--- src/rtl/core/bmrsf_pkg.sv ---
`timescale 1ns / 1ps

package bmrsf_pkg;

   localparam int MAP_BITS   = 4096;
   localparam int WORD_BITS  = 32;
   localparam int WORD_COUNT = (MAP_BITS + WORD_BITS - 1) / WORD_BITS;
   localparam int POS_W      = $clog2(MAP_BITS);
   localparam int WORD_W     = $clog2(WORD_BITS);
   localparam int IDX_W      = $clog2(WORD_COUNT);
   localparam int CNT_W      = 13;

   localparam logic [CNT_W-1:0] BITS_IN_USE_RESET = CNT_W'(4096);
   localparam logic [CNT_W-1:0] MAP_LIMIT         = CNT_W'(MAP_BITS);

   typedef enum logic {
      CMD_WRITE = 1'b0,
      CMD_FIND  = 1'b1
   } cmd_type;

   typedef enum logic [1:0] {
      ST_IDLE,
      ST_SCAN,
      ST_FLUSH
   } seq_state_type;

   typedef struct packed {
      logic                 rd_en;
      logic [IDX_W-1:0]     rd_addr;
      logic                 wr_en;
      logic [IDX_W-1:0]     wr_addr;
      logic [WORD_BITS-1:0] wr_data;
   } store_req_type;

   // index of the lowest set bit; zero for an empty word
   function automatic logic [WORD_W-1:0] lowest_set(input logic [WORD_BITS-1:0] word);
      logic [WORD_W-1:0] idx;
      idx = '0;
      for (int i = WORD_BITS - 1; i >= 0; i--) begin
         if (word[i]) idx = WORD_W'(i);
      end
      return idx;
   endfunction

endpackage

--- src/rtl/core/bmrsf_if.sv ---
`timescale 1ns / 1ps

interface bmrsf_req_if;
   logic                         valid;
   logic                         ready;
   logic                         command;
   logic                         fill_value;
   logic [bmrsf_pkg::CNT_W-1:0]  range_start;
   logic [bmrsf_pkg::CNT_W-1:0]  range_length;

   modport source (output valid, command, fill_value, range_start, range_length,
                   input ready);
   modport sink   (input valid, command, fill_value, range_start, range_length,
                   output ready);
endinterface

interface bmrsf_rsp_if;
   logic                         valid;
   logic                         ready;
   logic                         found;
   logic [bmrsf_pkg::POS_W-1:0]  bit_position;

   modport source (output valid, found, bit_position, input ready);
   modport sink   (input valid, found, bit_position, output ready);
endinterface

--- src/rtl/core/bmrsf_seq.sv ---
`timescale 1ns / 1ps

module bmrsf_seq (
   input  logic                            clock,
   input  logic                            reset,
   input  logic [bmrsf_pkg::CNT_W-1:0]     bits_in_use,
   bmrsf_req_if.sink                       req_chan,
   bmrsf_rsp_if.source                     rsp_chan,
   output bmrsf_pkg::store_req_type        store_req,
   input  logic [bmrsf_pkg::WORD_BITS-1:0] rd_data
);

   localparam int IW = bmrsf_pkg::IDX_W;
   localparam int BW = bmrsf_pkg::WORD_W;
   localparam int CW = bmrsf_pkg::CNT_W;
   localparam int PW = bmrsf_pkg::POS_W;
   localparam int DW = bmrsf_pkg::WORD_BITS;

   bmrsf_pkg::seq_state_type state_ff, state_in;

   logic          cmd_ff, cmd_in;
   logic          val_ff, val_in;
   logic [IW-1:0] first_ff, first_in;
   logic [IW-1:0] last_ff, last_in;
   logic [BW-1:0] head_ff, head_in;
   logic [BW-1:0] tail_ff, tail_in;
   logic [IW-1:0] rd_word_ff, rd_word_in;
   logic          rd_more_ff, rd_more_in;
   logic          pv_ff, pv_in;
   logic [IW-1:0] pw_ff, pw_in;
   logic          found_ff, found_in;
   logic [PW-1:0] pos_ff, pos_in;
   logic          rsp_valid_ff, rsp_valid_in;
   logic          rsp_found_ff, rsp_found_in;
   logic [PW-1:0] rsp_pos_ff, rsp_pos_in;

   logic [CW-1:0] lim, s, e, e_last;
   logic [CW:0]   sum;
   logic          empty;
   logic [DW-1:0] mask, match, hits;

   always_ff @(posedge clock) begin
      if (reset) begin
         state_ff     <= bmrsf_pkg::ST_IDLE;
         rd_more_ff   <= 1'b0;
         pv_ff        <= 1'b0;
         rsp_valid_ff <= 1'b0;
      end else begin
         state_ff     <= state_in;
         rd_more_ff   <= rd_more_in;
         pv_ff        <= pv_in;
         rsp_valid_ff <= rsp_valid_in;
      end
   end

   always_ff @(posedge clock) begin
      cmd_ff      <= cmd_in;
      val_ff      <= val_in;
      first_ff    <= first_in;
      last_ff     <= last_in;
      head_ff     <= head_in;
      tail_ff     <= tail_in;
      rd_word_ff  <= rd_word_in;
      pw_ff       <= pw_in;
      found_ff    <= found_in;
      pos_ff      <= pos_in;
      rsp_found_ff <= rsp_found_in;
      rsp_pos_ff  <= rsp_pos_in;
   end

   // range clamp for the incoming word
   always_comb begin
      lim    = (bits_in_use > bmrsf_pkg::MAP_LIMIT) ? bmrsf_pkg::MAP_LIMIT : bits_in_use;
      sum    = {1'b0, req_chan.range_start} + {1'b0, req_chan.range_length};
      s      = (req_chan.range_start > lim) ? lim : req_chan.range_start;
      e      = (sum > {1'b0, lim}) ? lim : sum[CW-1:0];
      e_last = e - CW'(1);
      empty  = (s >= e);
   end

   // mask the partial head and tail words, then pick matching bits
   always_comb begin
      mask = '1;
      if (pw_ff == first_ff) mask = mask & ({DW{1'b1}} << head_ff);
      if (pw_ff == last_ff)  mask = mask & ({DW{1'b1}} >> (BW'(DW - 1) - tail_ff));
      match = val_ff ? rd_data : ~rd_data;
      hits  = match & mask;
   end

   always_comb begin
      state_in     = state_ff;
      cmd_in       = cmd_ff;
      val_in       = val_ff;
      first_in     = first_ff;
      last_in      = last_ff;
      head_in      = head_ff;
      tail_in      = tail_ff;
      rd_word_in   = rd_word_ff;
      rd_more_in   = rd_more_ff;
      pv_in        = pv_ff;
      pw_in        = pw_ff;
      found_in     = found_ff;
      pos_in       = pos_ff;
      rsp_valid_in = rsp_valid_ff && !rsp_chan.ready;
      rsp_found_in = rsp_found_ff;
      rsp_pos_in   = rsp_pos_ff;
      store_req    = '0;
      req_chan.ready = 1'b0;

      case (state_ff)
         bmrsf_pkg::ST_IDLE: begin
            req_chan.ready = 1'b1;
            pv_in      = 1'b0;
            rd_more_in = 1'b0;
            if (req_chan.valid) begin
               cmd_in     = req_chan.command;
               val_in     = req_chan.fill_value;
               first_in   = s[PW-1:BW];
               last_in    = e_last[PW-1:BW];
               head_in    = s[BW-1:0];
               tail_in    = e_last[BW-1:0];
               rd_word_in = s[PW-1:BW];
               found_in   = 1'b0;
               pos_in     = '0;
               if (empty) begin
                  state_in = bmrsf_pkg::ST_FLUSH;
               end else begin
                  rd_more_in = 1'b1;
                  state_in   = bmrsf_pkg::ST_SCAN;
               end
            end
         end

         bmrsf_pkg::ST_SCAN: begin
            // issue the next word read while the previous one is handled
            store_req.rd_en   = rd_more_ff;
            store_req.rd_addr = rd_word_ff;
            rd_word_in = rd_word_ff + IW'(1);
            rd_more_in = rd_more_ff && (rd_word_ff != last_ff);
            pv_in      = rd_more_ff;
            pw_in      = rd_word_ff;
            if (pv_ff) begin
               if (cmd_ff == bmrsf_pkg::CMD_WRITE) begin
                  store_req.wr_en   = 1'b1;
                  store_req.wr_addr = pw_ff;
                  store_req.wr_data = val_ff ? (rd_data | mask) : (rd_data & ~mask);
                  if (pw_ff == last_ff) begin
                     state_in   = bmrsf_pkg::ST_FLUSH;
                     rd_more_in = 1'b0;
                     pv_in      = 1'b0;
                  end
               end else if (|hits) begin
                  found_in   = 1'b1;
                  pos_in     = {pw_ff, bmrsf_pkg::lowest_set(hits)};
                  state_in   = bmrsf_pkg::ST_FLUSH;
                  rd_more_in = 1'b0;
                  pv_in      = 1'b0;
               end else if (pw_ff == last_ff) begin
                  state_in   = bmrsf_pkg::ST_FLUSH;
                  rd_more_in = 1'b0;
                  pv_in      = 1'b0;
               end
            end
         end

         bmrsf_pkg::ST_FLUSH: begin
            // hold the result until the output register is free
            if (!rsp_valid_ff || rsp_chan.ready) begin
               rsp_valid_in = 1'b1;
               rsp_found_in = found_ff;
               rsp_pos_in   = pos_ff;
               state_in     = bmrsf_pkg::ST_IDLE;
            end
         end

         default: begin
            state_in = bmrsf_pkg::ST_IDLE;
         end
      endcase
   end

   assign rsp_chan.valid        = rsp_valid_ff;
   assign rsp_chan.found        = rsp_found_ff;
   assign rsp_chan.bit_position = rsp_pos_ff;

endmodule

--- src/flat_wrapper.sv ---
// flat-port wrapper written by rule: the top's interface ports become plain ports
module bmrsf_seq_flat 
  (clock, reset, bits_in_use, store_req, rd_data, req_chan_valid, req_chan_command, req_chan_fill_value, req_chan_range_start, req_chan_range_length, req_chan_ready, rsp_chan_valid, rsp_chan_found, rsp_chan_bit_position, rsp_chan_ready);
  bmrsf_req_if req_chan_i ();
  bmrsf_rsp_if rsp_chan_i ();
  input  logic clock;
  input  logic reset;
  input  logic [bmrsf_pkg::CNT_W-1:0] bits_in_use;
  output bmrsf_pkg::store_req_type store_req;
  input  logic [bmrsf_pkg::WORD_BITS-1:0] rd_data;
  input wire logic [$bits(req_chan_i.valid)-1:0] req_chan_valid;
  input wire logic [$bits(req_chan_i.command)-1:0] req_chan_command;
  input wire logic [$bits(req_chan_i.fill_value)-1:0] req_chan_fill_value;
  input wire logic [$bits(req_chan_i.range_start)-1:0] req_chan_range_start;
  input wire logic [$bits(req_chan_i.range_length)-1:0] req_chan_range_length;
  output wire logic [$bits(req_chan_i.ready)-1:0] req_chan_ready;
  output wire logic [$bits(rsp_chan_i.valid)-1:0] rsp_chan_valid;
  output wire logic [$bits(rsp_chan_i.found)-1:0] rsp_chan_found;
  output wire logic [$bits(rsp_chan_i.bit_position)-1:0] rsp_chan_bit_position;
  input wire logic [$bits(rsp_chan_i.ready)-1:0] rsp_chan_ready;
  assign req_chan_i.valid = req_chan_valid;
  assign req_chan_i.command = req_chan_command;
  assign req_chan_i.fill_value = req_chan_fill_value;
  assign req_chan_i.range_start = req_chan_range_start;
  assign req_chan_i.range_length = req_chan_range_length;
  assign req_chan_ready = req_chan_i.ready;
  assign rsp_chan_valid = rsp_chan_i.valid;
  assign rsp_chan_found = rsp_chan_i.found;
  assign rsp_chan_bit_position = rsp_chan_i.bit_position;
  assign rsp_chan_i.ready = rsp_chan_ready;
  bmrsf_seq u_core (.clock(clock), .reset(reset), .bits_in_use(bits_in_use), .req_chan(req_chan_i), .rsp_chan(rsp_chan_i), .store_req(store_req), .rd_data(rd_data));
endmodule
--- config.mk ---
export PLATFORM = sky130hd
export DESIGN_NAME = bmrsf_seq_flat
export DESIGN_NICKNAME = d
export VERILOG_FILES = /design/src/rtl/core/bmrsf_pkg.sv /design/src/rtl/core/bmrsf_if.sv /design/src/rtl/core/bmrsf_seq.sv /design/src/flat_wrapper.sv
export SDC_FILE = /design/constraint.sdc
export NUM_CORES = 1
export LEC_CHECK = 0
export BUFFER_PORTS_ARGS = -buffer_cell sky130_fd_sc_hd__clkbuf_2
export CORE_ASPECT_RATIO = 1.1
export CORE_UTILIZATION = 50
export DETAILED_ROUTE_END_ITERATION = 10
export GPL_ROUTABILITY_DRIVEN = 0
export HOLD_SLACK_MARGIN = 0.05
export MAX_ROUTING_LAYER = met4
export PLACE_DENSITY = 0.73
export SLEW_MARGIN = 20
export SYNTH_ARGS = -nofsm -noshare
export SYNTH_HDL_FRONTEND = slang
export SYNTH_SLANG_ARGS = --single-unit
--- constraint.sdc ---
create_clock -name clock -period 16.59 [get_ports clock]
set_input_delay 1.659 -clock clock [delete_from_list [all_inputs] [get_ports clock]]
set_output_delay 1.659 -clock clock [all_outputs]
set_load 0.05 [all_outputs]
---- Word level (Yosys, flattened, before mapping) ----
Index checks and enable logic that the tools add are counted.
storage, ports and cells
  flip-flop bits (word level) ............. 71
  output and inout bits ................... 63
  logic and storage cells ................. 132
operators by class
  $add $sub $neg .......................... 4
  order comparisons ....................... 4
  equality and inequality tests ........... 10
  shift operators ......................... 2
  multiplexer cells ....................... 77
  bitwise operators ....................... 6
  reduce and logical (&&, ||, !) cells .... 13
operator list
  cell                     count
  $mux W5                  32
  $mux W32                 4
  $and A32 B32 Y32         3
  $mux W40                 2
  $not A32 Y32             2
  $mux W12                 4
  $mux W48                 1
  $mux W13                 3
  $or A32 B32 Y32          1
  $reduce_or A32 Y1        1
  $shl A32 B5 Y32 const A  1
  $shr A32 B5 Y32 const A  1
  $pmux W12 S2             1
  $mux W1                  17
  $add A13 B13 Y14         1
  $eq A7 B7 Y1             2
  $gt A14 B13 Y1           1
  $mux W2                  7
  $pmux W7 S2              1
  $ge A13 B13 Y1           1
  $gt A13 B13 Y1           1
  $gt A13 B13 Y1 const B   1
  $sub A12 B1 Y12 const B  1
  $ne A2 B1 Y1 const B     4
  other kinds (17)         23

---- Logic depth before layout (Yosys ltp) ----
  depth in word-level cells ............... 41
  mapped depth ............................ 31

---- Worst setup path after synthesis ----
No wires, ideal clock.
  path kind ............................... input to register
  start point ............................. input req_chan_range_length[0]
  end point ............................... register u_core.state_ff[1]
  arrival ................................. 7,292 ps
  setup slack ............................. 9,183 ps
  stages .................................. 31
  path buffers ............................ 2
  cell sequence ........................... ha_1 fa_1 a21o_1 a21oi_1 o211ai_1 a31o_1 a21oi_1 o21bai_1 a21o_1 xor2_1 ha_1 inv_2 o41ai_4 nor2_2 a211oi_2 o31ai_1 nor2_1 buf_2 clkbuf_1 nor2_1 a21oi_1 ha_1 nor2b_1 o21a_1 o21a_1 o21ai_0 a21oi_1 o311ai_0 a31o_2 a221oi_1 o21a_1
between the ends
  longest elaborated chain between the ends .. 7
RTL lines
  element               RTL line            text
  start, declared       flat_wrapper.sv:15  input wire logic [$bits(req_chan_i.range_length)-1:0] req_chan_range_length;
  $add A13 B13 Y14 *    bmrsf_seq.sv:74     sum = {1'b0, req_chan.range_start} + {1'b0, req_chan.range_length};
  $gt A14 B13 Y1        bmrsf_seq.sv:76     e = (sum > {1'b0, lim}) ? lim : sum[CW-1:0];
  $mux W13 *            bmrsf_seq.sv:76
  $ge A13 B13 Y1 *      bmrsf_seq.sv:78     empty = (s >= e);
  $mux W2 *             bmrsf_seq.sv:125    if (empty) begin
  $mux W2 *             bmrsf_seq.sv:115    if (req_chan.valid) begin
  $pmux W2 S3 *         bmrsf_seq.sv:110    case (state_ff)
  end signal, assigned  bmrsf_seq.sv:44     state_ff <= bmrsf_pkg::ST_IDLE;
  end signal, assigned  bmrsf_seq.sv:49     state_ff <= state_in;
  end, declared         bmrsf_seq.sv:19     bmrsf_pkg::seq_state_type state_ff, state_in;
Every way passes the cells marked *; elsewhere a longest branch is shown, timed or not. The select of a mux whose other input is x is not followed.
A chain may end at the register's enable or synchronous reset.

---- Worst setup path after layout ----
  start point ............................. input req_chan_range_start[0]
  end point ............................... register u_core.state_ff[1]
between the ends
  longest elaborated chain between the ends .. 7
  elaborated cells on any way between the ends .. 9
  those cells by class .................... add/sub (1); order compare (3); mux (5)
RTL lines
  element           RTL line            text
  start, declared   flat_wrapper.sv:14  input wire logic [$bits(req_chan_i.range_start)-1:0] req_chan_range_start;
  $add A13 B13 Y14  bmrsf_seq.sv:74
  $gt A14 B13 Y1    bmrsf_seq.sv:76
  $mux W13          bmrsf_seq.sv:76
  $ge A13 B13 Y1 *  bmrsf_seq.sv:78
  $mux W2 *         bmrsf_seq.sv:125
  $mux W2 *         bmrsf_seq.sv:115
  $pmux W2 S3 *     bmrsf_seq.sv:110
Marked as above.

==> flow_summary.ini <==
[outcome]
outcome = completed

[clock_tree]
cts_sinks = 71
root_buffer = clkbuf_16
clk_latency_ns = 0.33
htree_levels = 3
clockBufferDepth = 2
path_clk_slew_ns = 0.06
cts_resized = 0
hold_buffers = 0
cts_buffers = 9
post-cts-setup-buffers = 0
cts_tree = done

[critical_path]
r2r_end = u_core.pos_ff[5]$_SDFFCE_PN0P_
end_kind = flip-flop
cp_slowest_cell = fa_1
cpMostUsedCell = a21oi_1
crit_fanout = 20
rrSetupSlack_ns = 12.62
worstReg2RegStart = u_core.pw_ff[4]$_DFFE_PP_
critical_path_required_ns = 16.81
startpoint_type = input pin
slowest_delay_ns = 0.41
r2r_cells = 8
worstSetupPathType = input pin to flip-flop
worst_ep_arrival_time_ns = 7.67

[timing]
relSlewSlack_pct = 33.6
rsz0062_at_grt = no
hold_viol = 0
max_freq_mhz = 134
final.setup.worst_slack_ns = 9.14
clock_skew_ns = 0.00756
setup_viol = 0
period_needed_ns = 7.45
setup_tns_ns = 0
slew_viol_final = 0
finalCritPeriodShare_pct = 44.9
worst_hold_slack_ns = 0.416
worst_slew_pin_slew_ns = 0.995

[routing]
drt_iter0_drc = 860
via_per_inst = 6.18
drc_errors = 0
vias = 7532
wl_per_cell_um = 17.8
ant_nets = 0
drtPass1Iterations = 6
drt-total-wl_um = 21800

[floorplan]
die-area_mm2 = 0.0156
rows = 46
die_h_um = 131
ios = 140
core_area_mm2 = 0.0146
die_x_um = 119
initial_core_util_pct = 51.7

[power_and_ir_drop]
peakVddDrop_mv = 0.0606
p_leak_nw = 3.57
total_power_uw = 989
powerDensity_mw_per_mm2 = 114

[synth]
avgSynthCellArea_um2 = 8.27
yosysSeqAreaShare_pct = 27.6
synth_cells = 911
ys.warnings.count = 0
synth_ff_type = edfxtp_1
yosys.area_share.xor_xnor_pct = 7.67
syn_nets = 1043
ys_types = 85
yosys.area_share.adder_pct = 9.23
synth_edf_count = 66
synth_top_family_by_area = compound AO/OA/AOI/OAI gates
syn_area_mm2 = 0.00753
ys_ff_latch = 71
synth-async-reset-ratio_pct = 0
synth-compound-area-share_pct = 24.8
synthMuxAreaShare_pct = 2.99
synthSimpleGateAreaFrac_pct = 23.8

[global_route]
grtUsageTotal_pct = 29.1
first_global_vias = 6888
grt_pass1_wl_um = 34800
grt_max_degree = 69
antenna_found_initial = 0
grt-ovfl-total = 0

[placement]
pre_cts_slack_ns = 8.85
place_inst = 1203
dpl_cell_area_mm2 = 0.00834
hpwl_um = 17300
portBuffers = 139

[hold_path]
hp-class = flip-flop to flip-flop
min_to = u_core.rsp_chan.bit_position[5]$_DFFE_PP_
hp-start = u_core.pos_ff[5]$_SDFFCE_PN0P_
hold-path-cell-count = 0

[finish]
nNetsFinal = 1154
final_area_mm2 = 0.00868
drive_gt1_share_pct = 19.2
layout_common_cells = clkbuf_2, nor2_1, nand2_1, edfxtp_1, a21oi_1
syn_to_final_growth_pct = 15.2
utilization_pct = 59.6
antenna_cells = 0
final_common_cell = clkbuf_2
final_cells = 1219

[flow_run]
drv_cap = 0
-- sequential cells by signal (all words and copies together) (netlist names), 2 cells and up --
signal                        cells
u_core.first_ff                   7
u_core.head_ff                    5
u_core.last_ff                    7
u_core.pos_ff                    12
u_core.pw_ff                      7
u_core.rd_word_ff                 7
u_core.rsp_chan.bit_position     12
u_core.state_ff                   2
u_core.tail_ff                    5
-- critical path: cells and delay by family --
kind	cells	cell delay, ns
AOI/OAI and AO/OA	19	3.82
and+or+nand+nor	4	0.40
buffers and inverters	3	0.39
xor gates and xnor gates	1	0.16
adders and majority gates	4	1.23
-- worst max-delay path by stage --
stage,start,cells after the start,to,slack (ns)
after floorplan,req_chan_range_length[0],31,u_core.state_ff[1]$_SDFFE_PP0P_,9.18
after global placement,req_chan_range_length[0],31,u_core.state_ff[1]$_SDFFE_PP0P_,8.91
after global routing,req_chan_range_start[0],31,u_core.state_ff[1]$_SDFFE_PP0P_,8.65
final,req_chan_range_start[0],31,u_core.state_ff[1]$_SDFFE_PP0P_,9.14
after CTS,req_chan_range_start[0],31,u_core.state_ff[1]$_SDFFE_PP0P_,9.17
after detailed placement,req_chan_range_start[0],31,u_core.state_ff[1]$_SDFFE_PP0P_,8.85
-- layout make-up --
| type | instances | area, um2 |
|---|---|---|
| multi-input cells | 765 | 5180 |
| well taps | 192 | 240 |
| repair buffers | 144 | 733 |
| clock buffers | 10 | 229 |
| inverters | 31 | 116 |
| clock inverters | 6 | 93.8 |
| flip-flops and latches | 71 | 2080 |
| fillers | 1336 | 5880 |
-- power by group --
part / total, mW / internal (mW) / switching [mW]
Combinational: 0.464 / 0.169 / 0.295
Clock: 0.207 / 0.133 / 0.0738
Sequential: 0.318 / 0.264 / 0.0546
-- kinds of logic (layout without fill, tap and decap cells) --
| group | after synthesis | in the layout |
|---|---|---|
| mux | 21 | 21 |
| flops | 71 | 71 |
| fa+ha+maj | 55 | 55 |
| buf+inv | 75 | 191 |
| simple gates | 354 | 354 |
| compound gates | 269 | 269 |
| xor+xnor | 66 | 66 |
-- layer usage --
layer  GRT usage, %  routed length, um  vias to the layer above
li1               -                  -                     3650
met1           35.2               9070                     3460
met2           47.6              10300                      354
met3           4.30               1430                       68
met4           14.5               1000                        0
met5              -                  0                        -
-- synth_stat cells, types with 21 or more instances --
cell type,n,area (um2)
o21ai_0,46,230
nor2_1,101,379
inv_1,29,109
edfxtp_1,66,1980
nand2_1,66,248
xnor2_1,45,394
clkbuf_1,35,131
xor2_1,21,184
nor3_1,32,160
a21oi_1,59,295
ha_1,54,676
and2_1,28,175
nand3_1,23,115
(Power assumes the default switching activity.)
